[config.mk]
export PLATFORM = sky130hd
export DESIGN_NAME = zip_stream_cipher_block128
export DESIGN_NICKNAME = d
export VERILOG_FILES = /design/src/zsc_pkg.sv /design/src/zip_stream_cipher_block128.sv /design/src/zsc_front.sv /design/src/zsc_back.sv
export SDC_FILE = /design/constraint.sdc
export NUM_CORES = 1
export LEC_CHECK = 0
export CORE_UTILIZATION = 25
export CTS_CLUSTER_DIAMETER = 50
export CTS_CLUSTER_SIZE = 25
export DETAILED_ROUTE_END_ITERATION = 8
export DONT_BUFFER_PORTS = 1
export PLACE_DENSITY = 0.37
export SETUP_SLACK_MARGIN = 0.2
export SLEW_MARGIN = 20
export SYNTH_ARGS = -nofsm -noshare
export SYNTH_HDL_FRONTEND = slang
export SYNTH_SLANG_ARGS = --single-unit
[constraint.sdc]
create_clock -name clk_i -period 21.6 [get_ports clk_i]
set_input_delay 1.08 -clock clk_i [delete_from_list [all_inputs] [get_ports clk_i]]
set_output_delay 1.08 -clock clk_i [all_outputs]
set_load 0.02 [all_outputs]
[src/zsc_pkg.sv]
`default_nettype none

package zsc_pkg;

  localparam int unsigned BLOCK_BYTES_DEF = 128;

  localparam logic [31:0] KEY0_INIT = 32'h1234_5678;
  localparam logic [31:0] KEY1_INIT = 32'h2345_6789;
  localparam logic [31:0] KEY2_INIT = 32'h3456_7890;
  localparam logic [31:0] KEY1_MULT = 32'h0808_8405;
  localparam logic [31:0] CRC_POLY  = 32'hEDB8_8320;

  localparam logic [1:0] CMD_RESTART  = 2'd0;
  localparam logic [1:0] CMD_PASSWORD = 2'd1;
  localparam logic [1:0] CMD_DATA     = 2'd2;

  localparam int unsigned QUEUE_DEPTH = 2;
  localparam int unsigned QPTR_W      = 1;
  localparam int unsigned QCNT_W      = 2;

  typedef enum logic [1:0] {
    OP_RESTART  = 2'd0,
    OP_PASSWORD = 2'd1,
    OP_DATA     = 2'd2
  } op_e;

  typedef enum logic [1:0] {
    ST_FETCH = 2'b01,
    ST_MIX   = 2'b10
  } bst_e;

  typedef struct packed {
    op_e        op;
    logic [7:0] data;
  } qentry_t;

  typedef struct packed {
    logic [31:0] k0;
    logic [31:0] k1;
    logic [31:0] k2;
  } keys_t;

  localparam keys_t KEYS_INIT = '{k0: KEY0_INIT, k1: KEY1_INIT, k2: KEY2_INIT};

  function automatic logic [31:0] crc_byte(logic [31:0] v, logic [7:0] b);
    logic [31:0] r;
    r = {24'd0, v[7:0] ^ b};
    for (int i = 0; i < 8; i++) begin
      if (r[0]) begin
        r = (r >> 1) ^ CRC_POLY;
      end else begin
        r = r >> 1;
      end
    end
    return r ^ {8'd0, v[31:8]};
  endfunction

  function automatic keys_t step_keys(keys_t k, logic [7:0] b);
    keys_t       n;
    logic [31:0] s;
    n.k0 = crc_byte(k.k0, b);
    s    = k.k1 + {24'd0, n.k0[7:0]};
    n.k1 = s * KEY1_MULT + 32'd1;
    n.k2 = crc_byte(k.k2, n.k1[31:24]);
    return n;
  endfunction

  function automatic logic [7:0] stream_byte(logic [31:0] k2);
    logic [15:0] t;
    logic [31:0] p;
    t = k2[15:0] | 16'd2;
    p = {16'd0, t} * {16'd0, t ^ 16'd1};
    return p[15:8];
  endfunction

endpackage

`default_nettype wire

[src/zip_stream_cipher_block128.sv]
// Traditional PKZIP stream cipher over bytes, with the working keys reloaded
// from the base keys at the start of every block of BLOCK_BYTES data bytes.
// Restart and password transactions are handled in the fetch state and give
// no result; a data transaction forms the keystream byte from key 2 in the
// fetch state and steps the keys in the mix state, as each byte's keystream
// depends on the key update of the byte before it through two multiplies.
// A two-entry queue sits in front of the engine, so input transactions are
// taken while a result waits in the output register. The direction register
// should only be written while the block is idle.
`default_nettype none

module zip_stream_cipher_block128
  import zsc_pkg::*;
#(
  parameter int unsigned BLOCK_BYTES = BLOCK_BYTES_DEF
) (
  input  wire logic       clk_i,
  input  wire logic       rst_ni,
  input  wire logic       cfg_we_i,
  input  wire logic       cfg_wdata_i,
  input  wire logic       in_valid_i,
  output logic            in_stall_o,
  input  wire logic [1:0] command_i,
  input  wire logic [7:0] data_byte_i,
  output logic            out_valid_o,
  input  wire logic       out_stall_i,
  output logic [7:0]      out_byte_o,
  output logic            block_last_o
);

  logic    direction_q;
  logic    avail;
  logic    pop;
  qentry_t entry;

  always_ff @(posedge clk_i or negedge rst_ni) begin
    if (!rst_ni) begin
      direction_q <= 1'b0;
    end else if (cfg_we_i) begin
      direction_q <= cfg_wdata_i;
    end
  end

  zsc_front u_front (
    .clk_i       (clk_i),
    .rst_ni      (rst_ni),
    .valid_i     (in_valid_i),
    .stall_o     (in_stall_o),
    .command_i   (command_i),
    .data_byte_i (data_byte_i),
    .pop_i       (pop),
    .avail_o     (avail),
    .entry_o     (entry)
  );

  zsc_back #(
    .BLOCK_BYTES (BLOCK_BYTES)
  ) u_back (
    .clk_i        (clk_i),
    .rst_ni       (rst_ni),
    .direction_i  (direction_q),
    .avail_i      (avail),
    .entry_i      (entry),
    .pop_o        (pop),
    .out_valid_o  (out_valid_o),
    .out_stall_i  (out_stall_i),
    .out_byte_o   (out_byte_o),
    .block_last_o (block_last_o)
  );

endmodule

`default_nettype wire

[src/zsc_front.sv]
`default_nettype none

module zsc_front
  import zsc_pkg::*;
(
  input  wire logic       clk_i,
  input  wire logic       rst_ni,
  input  wire logic       valid_i,
  output logic            stall_o,
  input  wire logic [1:0] command_i,
  input  wire logic [7:0] data_byte_i,
  input  wire logic       pop_i,
  output logic            avail_o,
  output qentry_t         entry_o
);

  qentry_t             mem_q [QUEUE_DEPTH];
  logic [QPTR_W-1:0]   wr_ptr_q, wr_ptr_d;
  logic [QPTR_W-1:0]   rd_ptr_q, rd_ptr_d;
  logic [QCNT_W-1:0]   cnt_q, cnt_d;
  logic                accept;
  logic                push;
  logic                pop;
  op_e                 op;
  logic                known;

  always_comb begin
    op    = OP_RESTART;
    known = 1'b1;
    case (command_i)
      CMD_RESTART:  op = OP_RESTART;
      CMD_PASSWORD: op = OP_PASSWORD;
      CMD_DATA:     op = OP_DATA;
      default:      known = 1'b0;
    endcase
  end

  assign stall_o = (cnt_q == QCNT_W'(QUEUE_DEPTH));
  assign accept  = valid_i && !stall_o;
  assign push    = accept && known;
  assign avail_o = (cnt_q != '0);
  assign pop     = pop_i && avail_o;
  assign entry_o = mem_q[rd_ptr_q];

  always_comb begin
    wr_ptr_d = wr_ptr_q;
    rd_ptr_d = rd_ptr_q;
    cnt_d    = cnt_q;
    if (push) begin
      wr_ptr_d = wr_ptr_q + 1'b1;
    end
    if (pop) begin
      rd_ptr_d = rd_ptr_q + 1'b1;
    end
    if (push && !pop) begin
      cnt_d = cnt_q + 1'b1;
    end else if (pop && !push) begin
      cnt_d = cnt_q - 1'b1;
    end
  end

  always_ff @(posedge clk_i) begin
    if (push) begin
      mem_q[wr_ptr_q] <= '{op: op, data: data_byte_i};
    end
  end

  always_ff @(posedge clk_i or negedge rst_ni) begin
    if (!rst_ni) begin
      wr_ptr_q <= '0;
      rd_ptr_q <= '0;
      cnt_q    <= '0;
    end else begin
      wr_ptr_q <= wr_ptr_d;
      rd_ptr_q <= rd_ptr_d;
      cnt_q    <= cnt_d;
    end
  end

endmodule

`default_nettype wire

[src/zsc_back.sv]
`default_nettype none

module zsc_back
  import zsc_pkg::*;
#(
  parameter int unsigned BLOCK_BYTES = BLOCK_BYTES_DEF
) (
  input  wire logic       clk_i,
  input  wire logic       rst_ni,
  input  wire logic       direction_i,
  input  wire logic       avail_i,
  input  wire qentry_t    entry_i,
  output logic            pop_o,
  output logic            out_valid_o,
  input  wire logic       out_stall_i,
  output logic [7:0]      out_byte_o,
  output logic            block_last_o
);

  localparam int unsigned PosW = (BLOCK_BYTES > 1) ? $clog2(BLOCK_BYTES) : 1;

  bst_e            state_q, state_d;
  keys_t           base_q, base_d;
  keys_t           work_q, work_d;
  logic [PosW-1:0] pos_q, pos_d;
  logic [7:0]      ks_q, ks_d;
  logic [7:0]      byte_q, byte_d;
  logic            out_valid_q, out_valid_d;
  logic [7:0]      out_byte_q, out_byte_d;
  logic            last_q, last_d;
  keys_t           src;
  logic [7:0]      result;
  logic            out_free;
  logic            at_end;

  assign out_free = !out_valid_q || !out_stall_i;
  assign pop_o    = (state_q == ST_FETCH) && avail_i;
  assign src      = (pos_q == '0) ? base_q : work_q;
  assign result   = byte_q ^ ks_q;
  assign at_end   = (pos_q == PosW'(BLOCK_BYTES - 1));

  always_comb begin
    state_d     = state_q;
    base_d      = base_q;
    work_d      = work_q;
    pos_d       = pos_q;
    ks_d        = ks_q;
    byte_d      = byte_q;
    out_valid_d = out_valid_q && out_stall_i;
    out_byte_d  = out_byte_q;
    last_d      = last_q;
    case (state_q)
      ST_FETCH: begin
        if (avail_i) begin
          case (entry_i.op)
            OP_RESTART: begin
              base_d = KEYS_INIT;
              work_d = KEYS_INIT;
              pos_d  = '0;
            end
            OP_PASSWORD: begin
              base_d = step_keys(base_q, entry_i.data);
              pos_d  = '0;
            end
            OP_DATA: begin
              work_d  = src;
              ks_d    = stream_byte(src.k2);
              byte_d  = entry_i.data;
              state_d = ST_MIX;
            end
            default: ;
          endcase
        end
      end
      ST_MIX: begin
        if (out_free) begin
          work_d      = step_keys(work_q, direction_i ? result : byte_q);
          out_valid_d = 1'b1;
          out_byte_d  = result;
          last_d      = at_end;
          pos_d       = at_end ? '0 : pos_q + 1'b1;
          state_d     = ST_FETCH;
        end
      end
      default: state_d = ST_FETCH;
    endcase
  end

  always_ff @(posedge clk_i) begin
    ks_q       <= ks_d;
    byte_q     <= byte_d;
    out_byte_q <= out_byte_d;
    last_q     <= last_d;
  end

  always_ff @(posedge clk_i or negedge rst_ni) begin
    if (!rst_ni) begin
      state_q     <= ST_FETCH;
      base_q      <= KEYS_INIT;
      work_q      <= KEYS_INIT;
      pos_q       <= '0;
      out_valid_q <= 1'b0;
    end else begin
      state_q     <= state_d;
      base_q      <= base_d;
      work_q      <= work_d;
      pos_q       <= pos_d;
      out_valid_q <= out_valid_d;
    end
  end

  assign out_valid_o  = out_valid_q;
  assign out_byte_o   = out_byte_q;
  assign block_last_o = last_q;

endmodule

`default_nettype wire

Word level (Yosys, flattened, before mapping)
Memory sizes are Yosys's and may differ from the RTL's.
Index checks and enable logic that the tools add are counted.
- flip-flop bits (word level): 232
- RAM bits: 20
- memories kept: 1
- memory list (name ; words ; width ; read ports ; clocked after Yosys merged registers in ; write ports ; line ; text):
    u_front.mem_q ; 2 ; 10 ; 1 ; 0 ; 1 ; zsc_front.sv:17 ; qentry_t mem_q [QUEUE_DEPTH];
- add/subtract/negate cells: 9
- multiply operators: 3
- equal/unequal tests: 14
- multiplexer cells: 136
- bitwise operators: 42
- reductions and logical operators: 29
- operators by type and width (kind ; number):
    two-way mux 32 bit ; 112
    case mux 96 bit (2 select lines) ; 3
    inverter 13 -> 14 bit ; 28
    two-way mux 96 bit ; 3
    bitwise XOR 32 x 24 -> 32 bit ; 4
    adder 32 x 1 -> 32 bit, second input constant ; 2
    adder 32 x 8 -> 32 bit ; 2
    multiplier 32 x 28 -> 32 bit, second input constant ; 2
    inverter 1 -> 14 bit ; 4
    bitwise XOR 8 bit ; 5
    two-way mux 7 bit ; 4
    multiplier 16 x 16 -> 16 bit ; 1
    case mux 7 bit (2 select lines) ; 1
    two-way mux 2 bit ; 5
    AND reduction 3 bit ; 3
    == test 2 bit, second input constant ; 4
    two-way mux 8 bit ; 1
    case mux 2 bit (2 select lines) ; 2
    AND reduction 4 bit ; 2
    nonzero test 2 bit ; 4
    adder 7 x 1 -> 7 bit, second input constant ; 1
    == test 7 bit, second input constant ; 1
    logical AND 1 bit ; 7
    logical NOT 7 bit ; 1
    16 further kinds ; 31

Depth between registers and ports, before layout
Gate-level depths: netlist (run 1).
An unclocked memory read counts as a cell.
- depth after elaboration: 89
- gate-level depth with buffers: 35
- mapped depth without buffers: 33

By module
Synthesis (run 1) repeated with hierarchy kept, for this count alone.
- cells, all modules: 2781
- area, all modules: 26098.8 µm²
- by module, submodules not included (module ; times used ; cells each ; area an instance (µm²) ; sequential area each (µm²)):
    zsc_back ; 1 ; 2726 ; 25097.8 ; 5906.9
    zsc_front ; 1 ; 53 ; 960.9 ; 700.7
    zip_stream_cipher_block128 ; 1 ; 2 ; 40.0 ; 25.0

Worst setup path before layout (run 1)
OpenSTA, ideal clock, no wires.
- kind: reg2reg
- start point: register direction_q
- end point: register u_back.work_q[19] (netlist bit)
- arrival: 8589 ps
- slack: 12887 ps
- cell stages (with the launch flop): 31
- path buffers: 2
- period minus slack after synthesis: 8713 ps
- cell sequence: dfrtp_1 > clkbuf_1 > nand2_1 > xnor2_1 > xor2_1 > xor2_1 > xor2_1 > ha_1 > o31a_1 > a31oi_1 > nand2b_1 > xnor2_1 > ha_1 > fa_1 > inv_1 > fa_1 > fa_1 > fa_1 > inv_1 > ha_1 > clkbuf_1 > nand2_1 > o311a_1 > o2111ai_1 > o311ai_1 > nor4b_4 > xor2_1 > xor2_1 > xor2_1 > xnor2_1 > o21ai_1
- cells in the longest elaborated chain, start to end: 65
- ends and longest elaborated chain (element ; line ; text):
    start: declaration ; zip_stream_cipher_block128.sv:31 ; logic direction_q;
    start signal: assignment ; zip_stream_cipher_block128.sv:40 ; direction_q <= cfg_wdata_i;
    two-way mux 8 bit * ; zsc_back.sv:77 ; work_d = step_keys(work_q, direction_i ? result : byte_q);
    bitwise XOR 8 bit * ; zsc_pkg.sv:47 ; r = {24'd0, v[7:0] ^ b};
    two-way mux 32 bit * ; zsc_pkg.sv:49 ; if (r[0]) begin
    two-way mux 32 bit * ; zsc_back.sv:76 ; if (out_free) begin
    two-way mux 32 bit * ; zsc_back.sv:52 ; case (state_q)
    inverter 13 -> 14 bit (no line) / two-way mux 32 bit (equally long branches) ; - ;
    two-way mux 32 bit * ; zsc_pkg.sv:49 ;
    two-way mux 32 bit * ; zsc_back.sv:76 ;
    (+49 left out) ; - ;
    two-way mux 32 bit * ; zsc_back.sv:52 ;
    inverter 13 -> 14 bit (no line) ; - ;
    two-way mux 32 bit * ; zsc_pkg.sv:49 ;
    two-way mux 32 bit * ; zsc_back.sv:76 ;
    two-way mux 32 bit * ; zsc_back.sv:52 ;
    bitwise XOR 32 x 24 -> 32 bit * ; zsc_pkg.sv:55 ; return r ^ {8'd0, v[31:8]};
    two-way mux 96 bit * ; zsc_back.sv:76 ;
    case mux 96 bit (2 select lines) * ; zsc_back.sv:52 ;
    end signal: assignment ; zsc_back.sv:106 ; work_q <= work_d;
    end: declaration ; zsc_back.sv:24 ; keys_t work_q, work_d;
Every way passes the cells marked *; elsewhere a longest branch is shown, timed or not. The select of a mux whose other input is x is not followed.
A chain may end at the register's enable or synchronous reset.

Final worst setup path (run 1)
- start point: register u_back.byte_q[1]
- end point: register u_back.work_q[22] (netlist bit)
- cells in the longest elaborated chain, start to end: 65
- ends and longest elaborated chain (element ; line ; text):
    start: declaration ; zsc_back.sv:27 ; logic [7:0] byte_q, byte_d;
    start signal: assignment ; zsc_back.sv:91 ; byte_q <= byte_d;
    bitwise XOR 8 bit ; zsc_back.sv:39 ; assign result = byte_q ^ ks_q;
    two-way mux 8 bit * ; zsc_back.sv:77 ;
    bitwise XOR 8 bit * ; zsc_pkg.sv:47 ;
    two-way mux 32 bit * ; zsc_pkg.sv:49 ;
    two-way mux 32 bit * ; zsc_back.sv:76 ;
    two-way mux 32 bit * ; zsc_back.sv:52 ;
    two-way mux 32 bit * ; zsc_pkg.sv:49 ;
    two-way mux 32 bit * ; zsc_back.sv:76 ;
    (+49 left out) ; - ;
    two-way mux 32 bit * ; zsc_back.sv:76 ;
    two-way mux 32 bit * ; zsc_back.sv:52 ;
    two-way mux 32 bit * ; zsc_pkg.sv:49 ;
    two-way mux 32 bit * ; zsc_back.sv:76 ;
    two-way mux 32 bit * ; zsc_back.sv:52 ;
    bitwise XOR 32 x 24 -> 32 bit * ; zsc_pkg.sv:55 ;
    two-way mux 96 bit * ; zsc_back.sv:76 ;
    case mux 96 bit (2 select lines) * ; zsc_back.sv:52 ;
Marked as above.

==> impl_metrics.csv, run 1 <==
group,metric,value,unit
synth,ys.flop_type,"dfrtp_1",
worst_setup_path,path_class,"reg2reg",
synth,syn_area,26300,um2
grt,grt_max_degree,208,
clocking,insertion_delay,0.60,ns
synth,post_synth.cell_area_avg,9.45,um2
clocking,clkSinkCount,252,
floorplanning,core_area,104000,um2
routing,ant_nets,0,
final_layout,drive_above_1_share,0.0868,
routing,dr_total_vias,19400,
sta,relSlewSlack,0.317,
synth,yosys_warnings,0,
synth,synthCells,2787,
worst_setup_path,path_max_fanout,6,
sta,setup_violations,0,
outcome,outcome,"finished, final reports clean",
sta,rsz0062_at_grt,"false",
routing,viasPerCell,4.62,
floorplanning,dieArea,107000,um2
routing,drt_iter0_markers,1222,
placed_design,gp_congestion,0.846,
routing,drc,0,
synth,synth_cell_types,93,
worst_setup_path,reg2reg_setup_slack,10.71,ns
worst_setup_path,ff2ff_path_depth,31,
worst_setup_path,slowest_stage,"xnor2_1",
grt,grt_overflow_total,0,
clocking,clkSlewWorstSetupHoldPaths,0.07,ns
sta,worst_pin_slew,1.02,ns
sta,fmax,91.8,MHz
synth,syn_nets,3269,
floorplanning,die_w,327,um
clocking,cts.path.max_buffers,3,
grt,antenna_found_initial,1,
floorplanning,fp.dieH,327,um
clocking,numCtsBuffers,44,
sta,drv_slew,0,
placed_design,dp_hpwl,66.4,mm
clocking,cts_resized,0,
routing,drt-total-wl,85.5,mm
worst_setup_path,crit_required,22.07,ns
synth,seq_area_frac_synth,0.252,
worst_setup_path,critPathArrivalTime,11.36,ns
sta,fin_worst_skew,0.0448,ns
placed_design,numPortBuffers,0,
clocking,htree_levels,2,
synth,synth_largest_area_cell,"ha_1",
flow_run,max_cap_viol_count,0,
floorplanning,pin_count,27,
worst_setup_path,max_stage_delay,0.73,ns
grt,grt_pass1_vias,20500,
sta,holdWs,0.229,ns
worst_setup_path,cp_common_cell,"xor2_1",
clocking,post-cts-setup-buffers,0,
worst_setup_path,cp-start-kind,"flop",
sta,hold_viol,0,
clocking,cts_tree,"yes",
sta,post-route-period-util,0.504,
synth,netlist_top_cells_area,"ha_1 (14%), fa_1 (12%), dfrtp_1 (12%)",
synth,async_flop_share,0.821,
routing,first_pass_iters,5,
sta,tns,0,ns
clocking,hold_buffers,0,
synth,synth_edf_count,45,
final_layout,layout_common_cells,"inv_1 (410), ha_1 (301), xnor2_1 (289)",
synth,ys_ff_latch,252,
grt,grt_pass1_wl,131,mm
routing,wl_per_cell,20.4,um
synth,synth_top_area_share,0.143,
clocking,root_buffer,"clkbuf_16",
sta,finalWorstPathRequiredPeriod,10.89,ns
final_layout,nets,3258,
worst_hold_path,hp-class,"in2async",
final_layout,area_delta_synth_final,12.2,%
floorplanning,num_rows,118,
grt,track_usage,0.161,
final_layout,final_common_cell,"inv_1",
worst_setup_path,crit_path_end_kind,"flop",
floorplanning,start_util,0.253,
-- through the flow --
stage               area, um2  worst slack (ns)  utilization  cells
floorplan               26300             12.89            -   2787
global placement        28000             10.65        0.269   4110
detailed placement      28000             10.62        0.269   4110
CTS                     29500             10.54        0.284   4192
global route            29600             10.05        0.284   4192
finish                  29600             10.71        0.284   4193
-- sequential cells by signal, summed over array words and instances, names as in the netlist --
| register | cells |
|---|---|
| u_back.byte_q | 8 |
| direction_q | 1 |
| u_front.wr_ptr_q | 1 |
| u_back.base_q | 96 |
| u_front.cnt_q | 2 |
| u_back.work_q | 96 |
| u_front.rd_ptr_q | 1 |
| u_front.mem_q | 20 |
| u_back.out_byte_o | 8 |
| u_back.block_last_o | 1 |
| u_back.state_q | 2 |
| u_back.ks_q | 8 |
| u_back.pos_q | 7 |
| u_back.out_valid_o | 1 |
-- worst paths after layout --
| path | start | endpoint |
|---|---|---|
| max | u_back.byte_q[1] | u_back.work_q[22] |
| min | rst_ni | u_front.cnt_q[1] |
| max reg2reg | u_back.byte_q[1] | u_back.work_q[22] |
| min reg2reg | u_back.work_q[70] | u_back.work_q[70] |
| max in group asynchronous | rst_ni | u_back.base_q[45] |
| min in group clk_i | u_back.work_q[70] | u_back.work_q[70] |
-- routing by layer --
metal / GRT usage / part of all wire / vias to the layer above
met5: 0 / 0.00015 / -
li1: - / - / 9283
met3: 0.0174 / 0.035 / 98
met2: 0.259 / 0.46 / 355
met4: 0.0416 / 0.023 / 2
met1: 0.229 / 0.49 / 9614
-- area by class of cell --
type	count	area, um2
fill	11100	74400
multi-input combinational	2036	17900
sequential	252	6630
tap	1380	1730
inverter	412	1550
clock buffer	59	1240
clock inverter	23	323
timing repair buffer	30	225
antenna	1	2.50
-- critical path, delay by kind of cell, from the launching register on --
family,cells,cell delay [ns]
and+or+nand+nor,6,1.39
AOI/OAI and AO/OA,7,2.04
buffers and inverters,2,0.11
adders and majority gates,6,2.37
DFF,1,0.48
xor gates and xnor gates,10,4.37
-- cells in the mapped netlist, drive strengths merged (9+ instances only) --
cell,instances
mux2,11
o21ai,94
ha,302
o22a,12
buf,9
fa,164
nand2,174
dfstp,81
a22o,13
a211oi,41
o211ai,12
nand3,42
a21oi,143
a31oi,9
xnor2,299
clkbuf,78
nor2,224
edfxtp,45
nand2b,14
mux2i,14
o31ai,11
a21o,60
and2,9
o21a,10
nor3,18
nor2b,9
inv,411
xnor3,15
nand4,18
dfrtp,126
and3,22
xor2,151
a221oi,51
-- cells by family (layout without fill, tap and decap cells) --
group                      count (synthesis)  in the layout  share of synthesized area
other                                      1              2                   0.000142
buffers and inverters                    499            524                     0.0732
DFF                                      252            252                      0.252
xor gates and xnor gates                 468            468                      0.171
AOI/OAI and AO/OA                        506            506                      0.129
and+or+nand+nor                          570            570                     0.0976
muxes                                     25             25                     0.0100
adders and majority gates                466            466                      0.268
Power of run 1 is not shown: default switching activity piles up to over one toggle a cycle in this logic, so the estimate is an artifact.
==> inputs of run 2 (changes only) <==
Clock period 21.6 ns to 10.9 ns, I/O delays scaled along.
==> impl_metrics.csv, run 2 (synthesis results as in run 1) <==
group,metric,value,unit
outcome,outcome,"finished, final reports clean",
worst_hold_path,hp-class,"in2reg",
floorplanning,dieArea,107000,um2
final_layout,reg_top3,"u_back.base_q x96, u_back.work_q x96, u_front.mem_q x20",
sta,hold_viol,0,
routing,dr_total_vias,19400,
flow_run,max_cap_viol_count,0,
worst_setup_path,cp_common_cell,"xor2_1",
worst_setup_path,cp-start-kind,"flop",
routing,drc,0,
grt,track_usage,0.160,
clocking,root_buffer,"clkbuf_16",
sta,setup_violations,0,
worst_setup_path,path_class,"reg2reg",
routing,ant_nets,0,
clocking,insertion_delay,0.61,ns
final_layout,drive_above_1_share,0.0956,
clocking,cts_tree,"yes",
grt,grt_pass1_vias,20800,
final_layout,nets,3287,
worst_setup_path,crit_required,11.42,ns
grt,grt_overflow_total,0,
clocking,clkSinkCount,252,
floorplanning,fp.dieH,327,um
sta,fin_worst_skew,0.0478,ns
worst_setup_path,slowest_stage,"xnor3_1",
floorplanning,pin_count,27,
final_layout,layout.cells.non_filler,4224,
routing,first_pass_iters,6,
sta,tns,0,ns
routing,viasPerCell,4.60,
grt,antenna_found_initial,0,
floorplanning,core_area,104000,um2
routing,drt_iter0_markers,1118,
placed_design,gp_congestion,0.849,
final_layout,final_common_cell,"inv_1",
grt,grt_max_degree,208,
sta,rsz0062_at_grt,"false",
floorplanning,start_util,0.253,
worst_setup_path,max_stage_delay,0.56,ns
routing,wl_per_cell,20.0,um
worst_setup_path,path_max_fanout,6,
worst_setup_path,critPathArrivalTime,10.67,ns
sta,worst_pin_slew,1.00,ns
placed_design,numPortBuffers,0,
sta,holdWs,0.0921,ns
placed_design,dp_hpwl,65.5,mm
sta,post-route-period-util,0.931,
clocking,cts.path.max_buffers,3,
placed_design,dp.cells,4125,
clocking,numCtsBuffers,47,
sta,fmax,98.5,MHz
floorplanning,die_w,327,um
sta,relSlewSlack,0.311,
final_layout,n_antenna_cell,0,
worst_setup_path,crit_path_end_kind,"flop",
sta,drv_slew,0,
floorplanning,num_rows,118,
final_layout,area_delta_synth_final,13.7,%
routing,drt-total-wl,84.4,mm
clocking,htree_levels,2,
final_layout,layout_common_cells,"inv_1 (410), ha_1 (301), xnor2_1 (287)",
grt,grt_pass1_wl,131,mm
clocking,clkSlewWorstSetupHoldPaths,0.06,ns
sta,finalWorstPathRequiredPeriod,10.15,ns
run 2: cell count changes in the layout (fill, tap and decap cells not counted), moves of 4 or more:
cell,before,now
clkinv_4,0,6
xor2_2,2,6
dlygate4sd3_1,0,9
clkinv_2,1,6
buf_4,30,45
bufinv_16,3,7
xor2_1,147,143
run 2: routing by layer:
layer / share of wire / vias to the layer above / global-route usage / routed length, um
met1: 0.49 / 9675 / 0.228 / 41400
met2: 0.46 / 296 / 0.260 / 39200
met4: 0.019 / 0 / 0.0350 / 1610
met5: 0 / - / 0 / 0
met3: 0.027 / 92 / 0.0145 / 2250
li1: - / 9356 / - / -
run 2: stage by stage:
stage	util	setup slack, ns	area (um2)
final	0.288	0.753	30000
after global routing	0.288	0.254	30000
after CTS	0.287	0.273	29900
after detailed placement	0.270	0.334	28100
after global placement	0.270	0.311	28100
after floorplan	-	2.19	26300
run 2: worst paths after layout:
kind                                endpoint  slack (ns)  cells past startpoint         startpoint
min in group asynchronous    u_back.pos_q[2]        0.61                      2             rst_ni
max in group asynchronous  u_back.work_q[54]        9.28                      3             rst_ni
min                              direction_q        0.09                      1        cfg_wdata_i
max reg2reg                u_back.work_q[20]        0.75                     33   u_back.byte_q[1]
min reg2reg                u_back.work_q[70]        0.47                      2  u_back.work_q[70]
max                        u_back.work_q[20]        0.75                     33   u_back.byte_q[1]
run 2: critical path, delay by kind of cell, from the launching register on:
family | cells | cell delay [ns]
adder cells (fa/ha/maj) | 6 | 2.36
buffers and inverters | 4 | 0.43
AND/OR/NAND/NOR | 7 | 1.67
flip-flops | 1 | 0.42
XOR/XNOR | 10 | 3.54
AO/OA/AOI/OAI | 6 | 1.61
run 2: what timing repair did:
action	CTS	global route
endpoints found under the hold margin	223	50
setup buffers	0	0
hold buffers	9	1
gates resized for setup	0	8
endpoints found under the setup margin	0	23
run 2: area by class of cell:
| type | instances | area [um2] |
|---|---|---|
| clock buffer | 59 | 1250 |
| clock inverter | 29 | 412 |
| fill | 11000 | 74000 |
| inverter | 412 | 1550 |
| multi-input combinational | 2036 | 17900 |
| sequential | 252 | 6630 |
| tap | 1380 | 1730 |
| timing repair buffer | 56 | 483 |
Power of run 2 is left out for the same reason.
